## config.mk

```make
export PLATFORM = sky130hd
export DESIGN_NAME = rabs_ctrl
export DESIGN_NICKNAME = d
export VERILOG_FILES = /design/src/design/rabs_pkg.sv /design/src/design/rabs_ctrl.sv
export SDC_FILE = /design/constraint.sdc
export NUM_CORES = 1
export LEC_CHECK = 0
export BUFFER_PORTS_ARGS = -buffer_cell sky130_fd_sc_hd__clkbuf_2
export CAP_MARGIN = 20
export CORE_ASPECT_RATIO = 0.75
export CORE_MARGIN = 2
export CORE_UTILIZATION = 55
export CTS_CLUSTER_DIAMETER = 150
export DETAILED_ROUTE_END_ITERATION = 8
export PLACE_DENSITY = 0.85
export SYNTH_ARGS = -nofsm -noshare
export SYNTH_HDL_FRONTEND = slang
export SYNTH_SLANG_ARGS = --single-unit
```

## constraint.sdc

```tcl
create_clock -name clk_i -period 4.1 [get_ports clk_i]
set_clock_uncertainty 0.2 [all_clocks]
set_input_delay 0.41 -clock clk_i [delete_from_list [all_inputs] [get_ports clk_i]]
set_output_delay 0.41 -clock clk_i [all_outputs]
set_load 0.02 [all_outputs]
```

## src/design/rabs_pkg.sv

```systemverilog
package rabs_pkg;

  // array geometry
  localparam int unsigned Depth     = 1024;
  localparam int unsigned IdxW      = $clog2(Depth);
  localparam int unsigned CntW      = IdxW + 1;
  localparam int unsigned ValueBits = 32;
  localparam int unsigned KeyBits   = 32;

  // item codes
  localparam logic ModeLoad   = 1'b0;
  localparam logic ModeSearch = 1'b1;

  // write request into the element store
  typedef struct packed {
    logic                 we;
    logic [IdxW-1:0]      addr;
    logic [ValueBits-1:0] data;
  } wr_req_t;

  // two read addresses into the element store
  typedef struct packed {
    logic [IdxW-1:0] addr0;
    logic [IdxW-1:0] addr1;
  } rd_req_t;

endpackage

```

## src/design/rabs_ctrl.sv

```systemverilog
module rabs_ctrl (
  input  logic                              clk_i,
  input  logic                              rst_ni,
  input  logic                              start,
  output logic                              busy,
  input  logic                              mode_i,
  input  logic [rabs_pkg::IdxW-1:0]         element_index_i,
  input  logic signed [rabs_pkg::ValueBits-1:0] element_value_i,
  input  logic signed [rabs_pkg::KeyBits-1:0]   search_key_i,
  input  logic [rabs_pkg::CntW-1:0]         element_count_i,
  output rabs_pkg::wr_req_t                 wr_o,
  output rabs_pkg::rd_req_t                 rd_o,
  input  logic [rabs_pkg::ValueBits-1:0]    rd_data0_i,
  input  logic [rabs_pkg::ValueBits-1:0]    rd_data1_i,
  output logic                              done_o,
  output logic                              found_o,
  output logic [rabs_pkg::IdxW-1:0]         found_index_o
);
  import rabs_pkg::*;

  typedef enum logic [1:0] {
    StIdle,
    StCheck,
    StFetchHi,
    StDecide
  } state_e;

  state_e                      state_q;
  logic [CntW-1:0]             lo_q;
  logic [CntW-1:0]             end_q;   // one past the last index of the window
  logic [IdxW-1:0]             mid_q;
  logic signed [KeyBits-1:0]   key_q;
  logic signed [ValueBits-1:0] vm_q;
  logic signed [ValueBits-1:0] vl_q;

  logic                        accept;
  logic [CntW-1:0]             cnt_clip;
  logic [CntW-1:0]             span;
  logic [CntW-1:0]             mid_full;
  logic [CntW-1:0]             hi_full;
  logic signed [ValueBits-1:0] vr;
  logic                        hit;
  logic                        go_left;
  logic [CntW-1:0]             mid_ext;

  assign accept = start && (state_q == StIdle);
  assign busy   = (state_q != StIdle);

  // count above the store depth acts as the depth
  assign cnt_clip = (element_count_i > CntW'(Depth)) ? CntW'(Depth) : element_count_i;

  // window midpoint, hi index of the window
  assign span     = end_q - lo_q - CntW'(1);
  assign mid_full = lo_q + (span >> 1);
  assign hi_full  = end_q - CntW'(1);
  assign mid_ext  = {1'b0, mid_q};

  // load transfer writes the store directly
  assign wr_o.we   = accept && (mode_i == ModeLoad);
  assign wr_o.addr = element_index_i;
  assign wr_o.data = element_value_i;

  // port 0 reads mid then hi, port 1 reads lo
  always_comb begin
    rd_o.addr0 = mid_full[IdxW-1:0];
    if (state_q == StFetchHi) begin
      rd_o.addr0 = hi_full[IdxW-1:0];
    end
    rd_o.addr1 = lo_q[IdxW-1:0];
  end

  // probe decision: which half can still hold the key
  assign vr  = rd_data0_i;
  assign hit = (vm_q == key_q);
  always_comb begin
    if (vm_q >= vl_q) begin
      go_left = (vl_q <= key_q) && (key_q < vm_q);
    end else begin
      go_left = !((vm_q < key_q) && (key_q <= vr));
    end
  end

  // sequencer and registered result
  always_ff @(posedge clk_i or negedge rst_ni) begin
    if (!rst_ni) begin
      state_q       <= StIdle;
      done_o        <= 1'b0;
      found_o       <= 1'b0;
      found_index_o <= '0;
    end else begin
      done_o <= 1'b0;
      case (state_q)
        StIdle: begin
          if (accept && (mode_i == ModeSearch)) begin
            key_q   <= search_key_i;
            lo_q    <= '0;
            end_q   <= cnt_clip;
            state_q <= StCheck;
          end
        end
        StCheck: begin
          if (lo_q < end_q) begin
            mid_q   <= mid_full[IdxW-1:0];
            state_q <= StFetchHi;
          end else begin
            done_o        <= 1'b1;
            found_o       <= 1'b0;
            found_index_o <= '0;
            state_q       <= StIdle;
          end
        end
        StFetchHi: begin
          vm_q    <= rd_data0_i;
          vl_q    <= rd_data1_i;
          state_q <= StDecide;
        end
        StDecide: begin
          if (hit) begin
            done_o        <= 1'b1;
            found_o       <= 1'b1;
            found_index_o <= mid_q;
            state_q       <= StIdle;
          end else begin
            if (go_left) begin
              end_q <= mid_ext;
            end else begin
              lo_q <= mid_ext + CntW'(1);
            end
            state_q <= StCheck;
          end
        end
        default: begin
          state_q <= StIdle;
        end
      endcase
    end
  end

endmodule

```

# After elaboration in Yosys (flattened, before gate mapping)
# Cells that the tools add are included.
[op_classes] addsub=5 order_cmp=7 eq_ne=10 n_mux=24 n_bitwise=1 reduce_logical=16
[ops] op="2-to-1 mux 11 bit" count=7
[ops] op="less-or-equal comparator 32 bit" count=2
[ops] op="less-than comparator 32 bit" count=2
[ops] op="one-hot mux 11 bit (2 select lines)" count=2
[ops] op="equality test 32 bit" count=1
[ops] op="greater-or-equal comparator 32 bit" count=1
[ops] op="2-to-1 mux 10 bit" count=3
[ops] op="one-hot mux 10 bit (2 select lines)" count=1
[ops] op="adder 10 x 1 -> 11 bit (second input constant)" count=1
[ops] op="> comparator 11 bit (second input constant)" count=1
[ops] op="less-than comparator 11 bit" count=1
[ops] op="subtractor 11 x 1 -> 11 bit (second input constant)" count=1
[ops] op="subtractor 11 bit" count=1
[ops] op="adder 10 bit" count=1
[ops] op="!= test 2 bit (second input constant)" count=5
[ops] op="AND reduction 5 bit" count=2
[ops] op="subtractor 10 x 1 -> 10 bit (second input constant)" count=1
[ops] op="AND reduction 3 bit" count=3
[ops] op="one-hot mux 2 bit (4 select lines)" count=1
[ops] op="2-to-1 mux 1 bit" count=6
[ops] op="nonzero test 2 bit" count=3
[ops] op="logical AND 1 bit" count=5
[ops] op="equality test 2 bit (second input constant)" count=2
[ops] op="2-to-1 mux 2 bit" count=2
[ops] op="other kinds (7)" count=8
[totals] reg_bits=142 input_bits=153 output_inout_bits=76 wordCells=73

# Depth between registers and ports, before layout
# Gate-level depths: netlist (run 1).
[depth] ltp_word=7 mapped_depth=17 depth_no_buf=17

# Worst setup path before layout (run 1)
# No wires, ideal clock.
[synth_path] kind="register to output" from="reg lo_q[1]" to="out rd_o[19] (netlist name)" arrival_ns=3.114 required_ns=3.490 path_slack_ns=0.376 stages_incl_launch_ff=18 n_path_buf=0 cell_sequence="edfxtp_1 -> inv_1 -> ha_1 -> and3b_1 -> o21ai_2 -> a21boi_1 -> o21a_1 -> o21a_1 -> o21a_1 -> nor2_1 -> xnor2_1 -> ha_1 -> inv_1 -> o21bai_1 -> o41ai_2 -> o21ai_0 -> xor2_1 -> mux2_2"
[synth_rtl] element="start, declared" line_no="rabs_ctrl.sv:29" rtl="logic [CntW-1:0] lo_q;"
[synth_rtl] element="start signal, assigned" line_no="rabs_ctrl.sv:127" rtl="lo_q <= mid_ext + CntW'(1);"
[synth_rtl] element="end, declared" line_no="rabs_ctrl.sv:12" rtl="output rabs_pkg::rd_req_t rd_o,"

==> results of run 1 <==
## where the power goes
group | internal [mW] | switching, mW | leakage [nW]
sequential | 1.88 | 0.211 | 1.36
combinational | 1.13 | 1.52 | 4.00
clock | 0.868 | 0.717 | 0.290
total | 3.88 | 2.45 | 5.66
## routing by layer
metal / wire length, um / up-vias / track usage [%]
met4: 973 / 0 / 12.1
met1: 11200 / 3809 / 40.6
li1: - / 3752 / -
met3: 2860 / 92 / 6.48
met5: 0 / - / 0
met2: 12500 / 468 / 47.5
## path summary, 6_finish.rpt
path,start,end,slack (ps),cells after the start
max reg2reg,vm_q[7],lo_q[4],500,10
max in group asynchronous,rst_ni,found_index_o[7],3130,2
min reg2reg,found_index_o[0],found_index_o[0],340,1
min,start,state_q[0],60,3
max,end_q[1],rd_o[19],-310,15
min in group asynchronous,rst_ni,done_o,250,2
## cell families (layout without fill, tap and decap cells)
family	after synthesis	after routing	share of synthesized area, %
and+or+nand+nor	232	232	11.8
buffers and inverters	192	427	9.55
AOI/OAI and AO/OA	181	181	12.1
adders and majority gates	160	160	20.7
DFF	142	142	43.1
xor gates and xnor gates	26	26	2.34
muxes	3	3	0.322
## what timing repair did
action	4_1_cts	5_1_grt
gates resized for setup	20	21
pin swaps	16	14
endpoints found under the setup margin	4	6
buffers inserted	12	3
gates cloned	0	0
hold endpoints to repair	110	0
hold buffers	97	0
## flip-flops by register name, indices dropped and copies added, names as in the netlist, named ones only
signal / flops
done_o: 1
end_q: 11
found_index_o: 10
found_o: 1
key_q: 32
lo_q: 11
mid_q: 10
state_q: 1
vl_q: 32
vm_q: 32
## per-stage QoR
stage	instances	area [um^2]	setup TNS, ps	hold slack (ps)	power [mW]
2_1_floorplan	936	9720	0	-85.6	3.66
3_3_place_gp	1269	10400	0	168	4.18
3_5_place_dp	1269	10400	0	169	4.26
4_1_cts	1410	12100	-419	47.8	6.10
5_1_grt	1413	12200	-1210	62.4	6.65
6_report	1413	12200	-539	57.2	6.33
## area by class of cell
type	count	area share, %
tap	242	2.48
timing repair buffer	265	15.5
clock inverter	15	1.35
inverter	130	4.02
sequential	142	34.4
clock buffer	17	3.49
multi-input combinational	602	38.8
## cells in the mapped netlist (3+ instances only)
library cell and number:
o211ai_1 4, ha_1 158, nor2_1 35, and3_1 5, nand4_1 26, nor4_1 7
edfxtp_1 128, a22o_1 12, or4_1 3, a21o_1 12, dfrtp_1 14, inv_1 130
o21bai_1 5, nand3_1 20, o21ai_1 5, clkbuf_1 7, a21boi_0 3, xnor2_1 20
a31oi_1 5, o22ai_1 3, nand2b_1 4, nand3b_1 7, nor3_1 13, or3_1 6
xor2_1 6, a211oi_1 7, o21ai_0 36, o21a_1 5, nor2b_1 7, nand2_1 88
buf_4 53, a21oi_1 64
## worst max-delay path, cell delays in order, from the launching register on
cell      delay [ps]
edfxtp_1         450
ha_4             250
and3b_1          190
o21ai_2          200
a21boi_2         110
o21a_1           190
o21a_1           200
o21a_1           200
o41ai_2          230
xnor2_1          180
ha_1             300
a21oi_2          180
o21ai_2           80
xor2_1           170
mux2_2           270
buf_2            160
==> results by group, run 1 <==
STA
  – Setup violations, final: 3
  – Fin crit period: 4410 ps
  – Slew Viols, Final: 0
  – RSZ-0062 raised after global routing: yes
  – Hold Vio Cnt, Final: 0
  – FMAX: 227 MHz
  – Fin crit share: 108%
  – Worst-margin pin slew: 890 ps
  – Final worst slack: -313 ps
  – Headroom to the max-slew limit: 40.6%

Drt
  – Via Count: 8121
  – WL/cell: 19.5 um
  – Routed WL: 27500 um
  – DR iter-0 viols: 798
  – Via density: between 5 and 6
  – Post-route DRC violation count: 0
  – First-pass detailed-route iteration total: 6
  – Post-route antenna net violation count: 0

Logic synthesis
  – Average size of a mapped cell: a little over 10 um^2
  – Top cells by area, synth: edfxtp_1 (40%), ha_1 (20%), inv_1 (5.0%), buf_4 (4.1%), dfrtp_1 (3.6%)
  – Ys flop type: edfxtp_1
  – Syn Nets: 1249
  – Yosys reg bits: about 140
  – Synth area leader: edfxtp_1
  – Distinct cells, synth: 63
  – Synth Instances: between 900 and 1000
  – Post-synth top area share: 39.5%
  – YS warnings: 0
  – Post-synth EDFFs: 128
  – Post-Syn Area: 9720 um^2
  – Async set-reset flop share out of synthesis: about a tenth
  – Sequential cell area fraction in the yosys report: a little over two fifths

Die
  – Die Ht: 119 um
  – Initial Utilization: 55.6%
  – Die area: 18800 um^2
  – Floorplan row count: 42
  – I/O pins: 229
  – Core area: around 17000 um^2
  – Die X: 158 um

Clock tree
  – CTS sink count: 142
  – CTS H-tree depth: 4
  – Largest buffer count on any clock path: 2
  – Clock Latency Late Sink: 440 ps
  – Root buf cell: clkbuf_16
  – TritonCTS clock tree: yes
  – Total CTS buffers: 17
  – CTS clock-pin slew for the worst setup and hold paths: around 70 ps

Final layout
  – Final net count: 1471
  – Proportion of layout cells with a drive suffix above 1: 20.4%
  – Final-layout fill cell count: 1204
  – Layout overhead on the synthesized area: 25.5%
  – Register Area: 4190 um^2
  – Most common cell after layout, fill and taps aside: ha_1
  – Final Core Density: 69.7%
  – Most frequent cells in the layout: ha_1 (154), clkbuf_2 (138), edfxtp_1 (128), inv_1 (126), dlygate4sd3_1 (97)
  – Footprint of the multi-input gates: 4730 um^2
  – # diodes: 0

Outcome
  – Status: complete, but fails checks
  – Failing checks: negative setup slack

GRT
  – Largest net degree at the start of global routing: 65
  – Grt total ovfl: 0
  – Number of global-route vias before repair: 8107
  – Global-route wire length before repair: 42700 um
  – Initial antenna violation count: 0
  – Global-route usage over all layers: between 30% and 40%

Placement
  – Port bufs: between 100 and 150
  – Setup WS pre-CTS: 118 ps
  – GP Congestion: 0.911
  – DP Wirelength: 18600 um

Pwr
  – Pleak: roughly 5.7 nW
  – Worst VDD drop: 0.000302 V
  – PD cells: 519 nW/um^2

Critical path
  – Kind of end point of the critical path: output port
  – Req. time, crit path: approximately 3500 ps
  – Critical setup path kind: reg -> out
  – Crit-path max FO: 3
  – Startpoint Class: register
  – Arr. time, crit path: 3800 ps

Job
  – Max_cap viols: 0

Hold path
  – Hold Crit Class: in -> reg
No activity file was read; power rests on OpenSTA's default activity.
==> run 2, diff against run 1 <==
--- a/config.mk
+++ b/config.mk
@@ -13,6 +13,7 @@
 export CTS_CLUSTER_DIAMETER = 150
 export DETAILED_ROUTE_END_ITERATION = 8
 export PLACE_DENSITY = 0.85
+export REMOVE_ABC_BUFFERS = 1
 export SYNTH_ARGS = -nofsm -noshare
 export SYNTH_HDL_FRONTEND = slang
 export SYNTH_SLANG_ARGS = --single-unit
==> results by group, run 2 (synthesized netlist as in run 1, its figures left out) <==
STA
  – Fin crit share: 108% (about the same)
  – Hold Vio Cnt, Final: 0 (unchanged)
  – RSZ-0062 raised after global routing: yes (unchanged)
  – FMAX: 227 MHz (about the same)
  – Headroom to the max-slew limit: 33.9% (was 40.6%)
  – Fin crit period: 4410 ps (about the same)
  – Setup violations, final: 4 (was 3)
  – Slew Viols, Final: 0 (unchanged)
  – Hold Slack: 13.1 ps (was 57.2 ps)
  – Worst-margin pin slew: 966 ps (was 890 ps)
  – Final worst slack: -310 ps (was -313 ps)

Pwr
  – Clock power share: 24.9% (was 25.0%)
  – Combinational Power Share: 42.9% (was 41.9%)
  – Switching Fraction: 38.2% (was 38.7%)
  – Overall Power: 6.49 mW (was 6.33 mW)
  – NetSw: 2.48 mW (was 2.45 mW)
  – Worst VDD drop: 0.000356 V (was 0.000302 V)
  – PD cells: 533 nW/um^2 (was 519 nW/um^2)
  – Internal Power: 4.01 mW (was 3.88 mW)
  – Flop pwr share: 32.2% (was 33.0%)
  – Pleak: 5.63 nW (was 5.66 nW)

Critical path
  – Crit-path max FO: 3 (unchanged)
  – Critical setup path kind: reg -> out (unchanged)
  – Arr. time, crit path: 3800 ps (about the same)
  – Startpoint Class: register (unchanged)
  – Req. time, crit path: 3490 ps (about the same)
  – R2R cell count: 10 (unchanged)
  – Worst r2r src: key_q[1] (was vm_q[7])
  – Setup crit start: lo_q[1] (was end_q[1])
  – Kind of end point of the critical path: output port (unchanged)

Hold path
  – Hold Crit Class: in -> reg (unchanged)
  – Worst Hold Path Cells: 1 (was 3)
  – Min-delay src: rd_data0_i[23] (was start)

Placement
  – Port bufs: 144 (unchanged)
  – DP Wirelength: 20700 um (was 18600 um)
  – Setup WS pre-CTS: 61.5 ps (was 118 ps)
  – GP Congestion: 0.981 (was 0.911)
  – Placed inst area: 10400 um^2 (unchanged)

GRT
  – Global-route wire length before repair: 45200 um (was 42700 um)
  – Initial antenna violation count: 1 (was 0)
  – Global-route usage over all layers: 32.4% (was 30.2%)
  – Largest net degree at the start of global routing: 65 (unchanged)
  – Number of global-route vias before repair: 8339 (was 8107)
  – Grt total ovfl: 0 (unchanged)

Clock tree
  – CTS H-tree depth: 4 (unchanged)
  – Root buf cell: clkbuf_16 (unchanged)
  – Clock Latency Late Sink: 440 ps (about the same)
  – Largest buffer count on any clock path: 2 (unchanged)
  – CTS sink count: 142 (unchanged)
  – TritonCTS clock tree: yes (unchanged)
  – Total CTS buffers: 17 (unchanged)
  – CTS clock-pin slew for the worst setup and hold paths: 70 ps (about the same)

Outcome
  – Status: complete, but fails checks (unchanged)
  – Failing checks: negative setup slack (unchanged)

Drt
  – First-pass detailed-route iteration total: 5 (was 6)
  – Via density: 5.87 (was 5.75)
  – Post-route DRC violation count: 0 (unchanged)
  – WL/cell: 21.3 um (was 19.5 um)
  – Routed WL: 30100 um (was 27500 um)
  – Via Count: 8287 (was 8121)
  – Post-route antenna net violation count: 0 (unchanged)
  – DR iter-0 viols: 979 (was 798)

Final layout
  – Most frequent cells in the layout: ha_1 (155), clkbuf_2 (140), edfxtp_1 (128), inv_1 (127), dlygate4sd3_1 (95) (was ha_1 (154), clkbuf_2 (138), edfxtp_1 (128), inv_1 (126), dlygate4sd3_1 (97))
  – Most common cell after layout, fill and taps aside: ha_1 (unchanged)
  – Final net count: 1468 (was 1471)
  – Final-layout fill cell count: 1176 (was 1204)
  – Layout overhead on the synthesized area: 25.3% (was 25.5%)
  – Design area: 12200 um^2 (about the same)
  – Largest regs: key_q: 32 flops, vl_q: 32 flops, vm_q: 32 flops (unchanged)
  – Final Core Density: 69.6% (was 69.7%)
  – Register Area: 4190 um^2 (unchanged)
  – Footprint of the multi-input gates: 4730 um^2 (about the same)
  – Proportion of layout cells with a drive suffix above 1: 19.9% (was 20.4%)

Die
  – Die X: 158 um (unchanged)
  – Core area: 17500 um^2 (unchanged)
  – Initial Utilization: 55.6% (unchanged)
  – Die Ht: 119 um (unchanged)
  – Floorplan row count: 42 (unchanged)
  – Die area: 18800 um^2 (unchanged)
  – I/O pins: 229 (unchanged)

Job
  – Max_cap viols: 0 (unchanged)
run 2: power groups by stage:
stage / Clock [mW] / Sequential [mW] / Combinational [mW]
after global routing: 1.68 / 2.11 / 2.99
after CTS: 1.61 / 2.07 / 2.56
final: 1.61 / 2.09 / 2.79
after global placement: 0 / 2.10 / 2.13
after detailed placement: 0 / 2.10 / 2.20
after floorplan: 0 / 2.06 / 1.50
run 2: final timing paths:
| path | endpoint | slack, ps |
|---|---|---|
| max | rd_o[19] | -310 |
| min in group asynchronous | found_index_o[9] | 250 |
| min | vm_q[23] | 10 |
| max in group asynchronous | async pin | 3130 |
| max reg2reg | end_q[9] | 600 |
| min reg2reg | found_index_o[4] | 340 |
run 2: metal layers:
metal  routed length (um)  vias to the layer above  track usage [%]
met5                   45                        -             3.92
met4                  851                        2             9.66
met3                 3990                       98             14.6
met2                12700                      610             46.5
met1                12500                     3823             43.8
li1                     -                     3754                -
run 2: critical path, cell delays in order, from the launching register on:
cell	delay [ps]
edfxtp_1	410
inv_2	90
ha_4	200
and3b_1	180
o21ai_2	170
a21boi_2	80
o21a_1	180
o21a_1	180
o21a_1	190
o41ai_2	310
xnor2_1	210
ha_1	320
a21oi_2	150
o21ai_2	80
xor2_1	180
mux2_2	280
buf_6	130
run 2: through the flow:
step	instances	TNS (ps)
after floorplan	874	0
after global routing	1411	-1260
after detailed placement	1269	0
after global placement	1269	0
after CTS	1406	-454
final	1411	-778
run 2: cell type report:
class                      count  share of cell area, %
antenna                        1                 0.0205
clock buffer                  20                   3.59
clock inverter                12                   1.33
inverter                     130                   4.01
multi-input combinational    602                   38.8
sequential                   142                   34.4
tap                          242                   2.49
timing repair buffer         262                   15.3
run 2: timing repair:
action	CTS	global route
resized for setup	21	18
pin swaps	14	16
buffers inserted	10	6
hold endpoints to repair	108	0
hold buffers	95	0
setup endpoints to repair	4	5
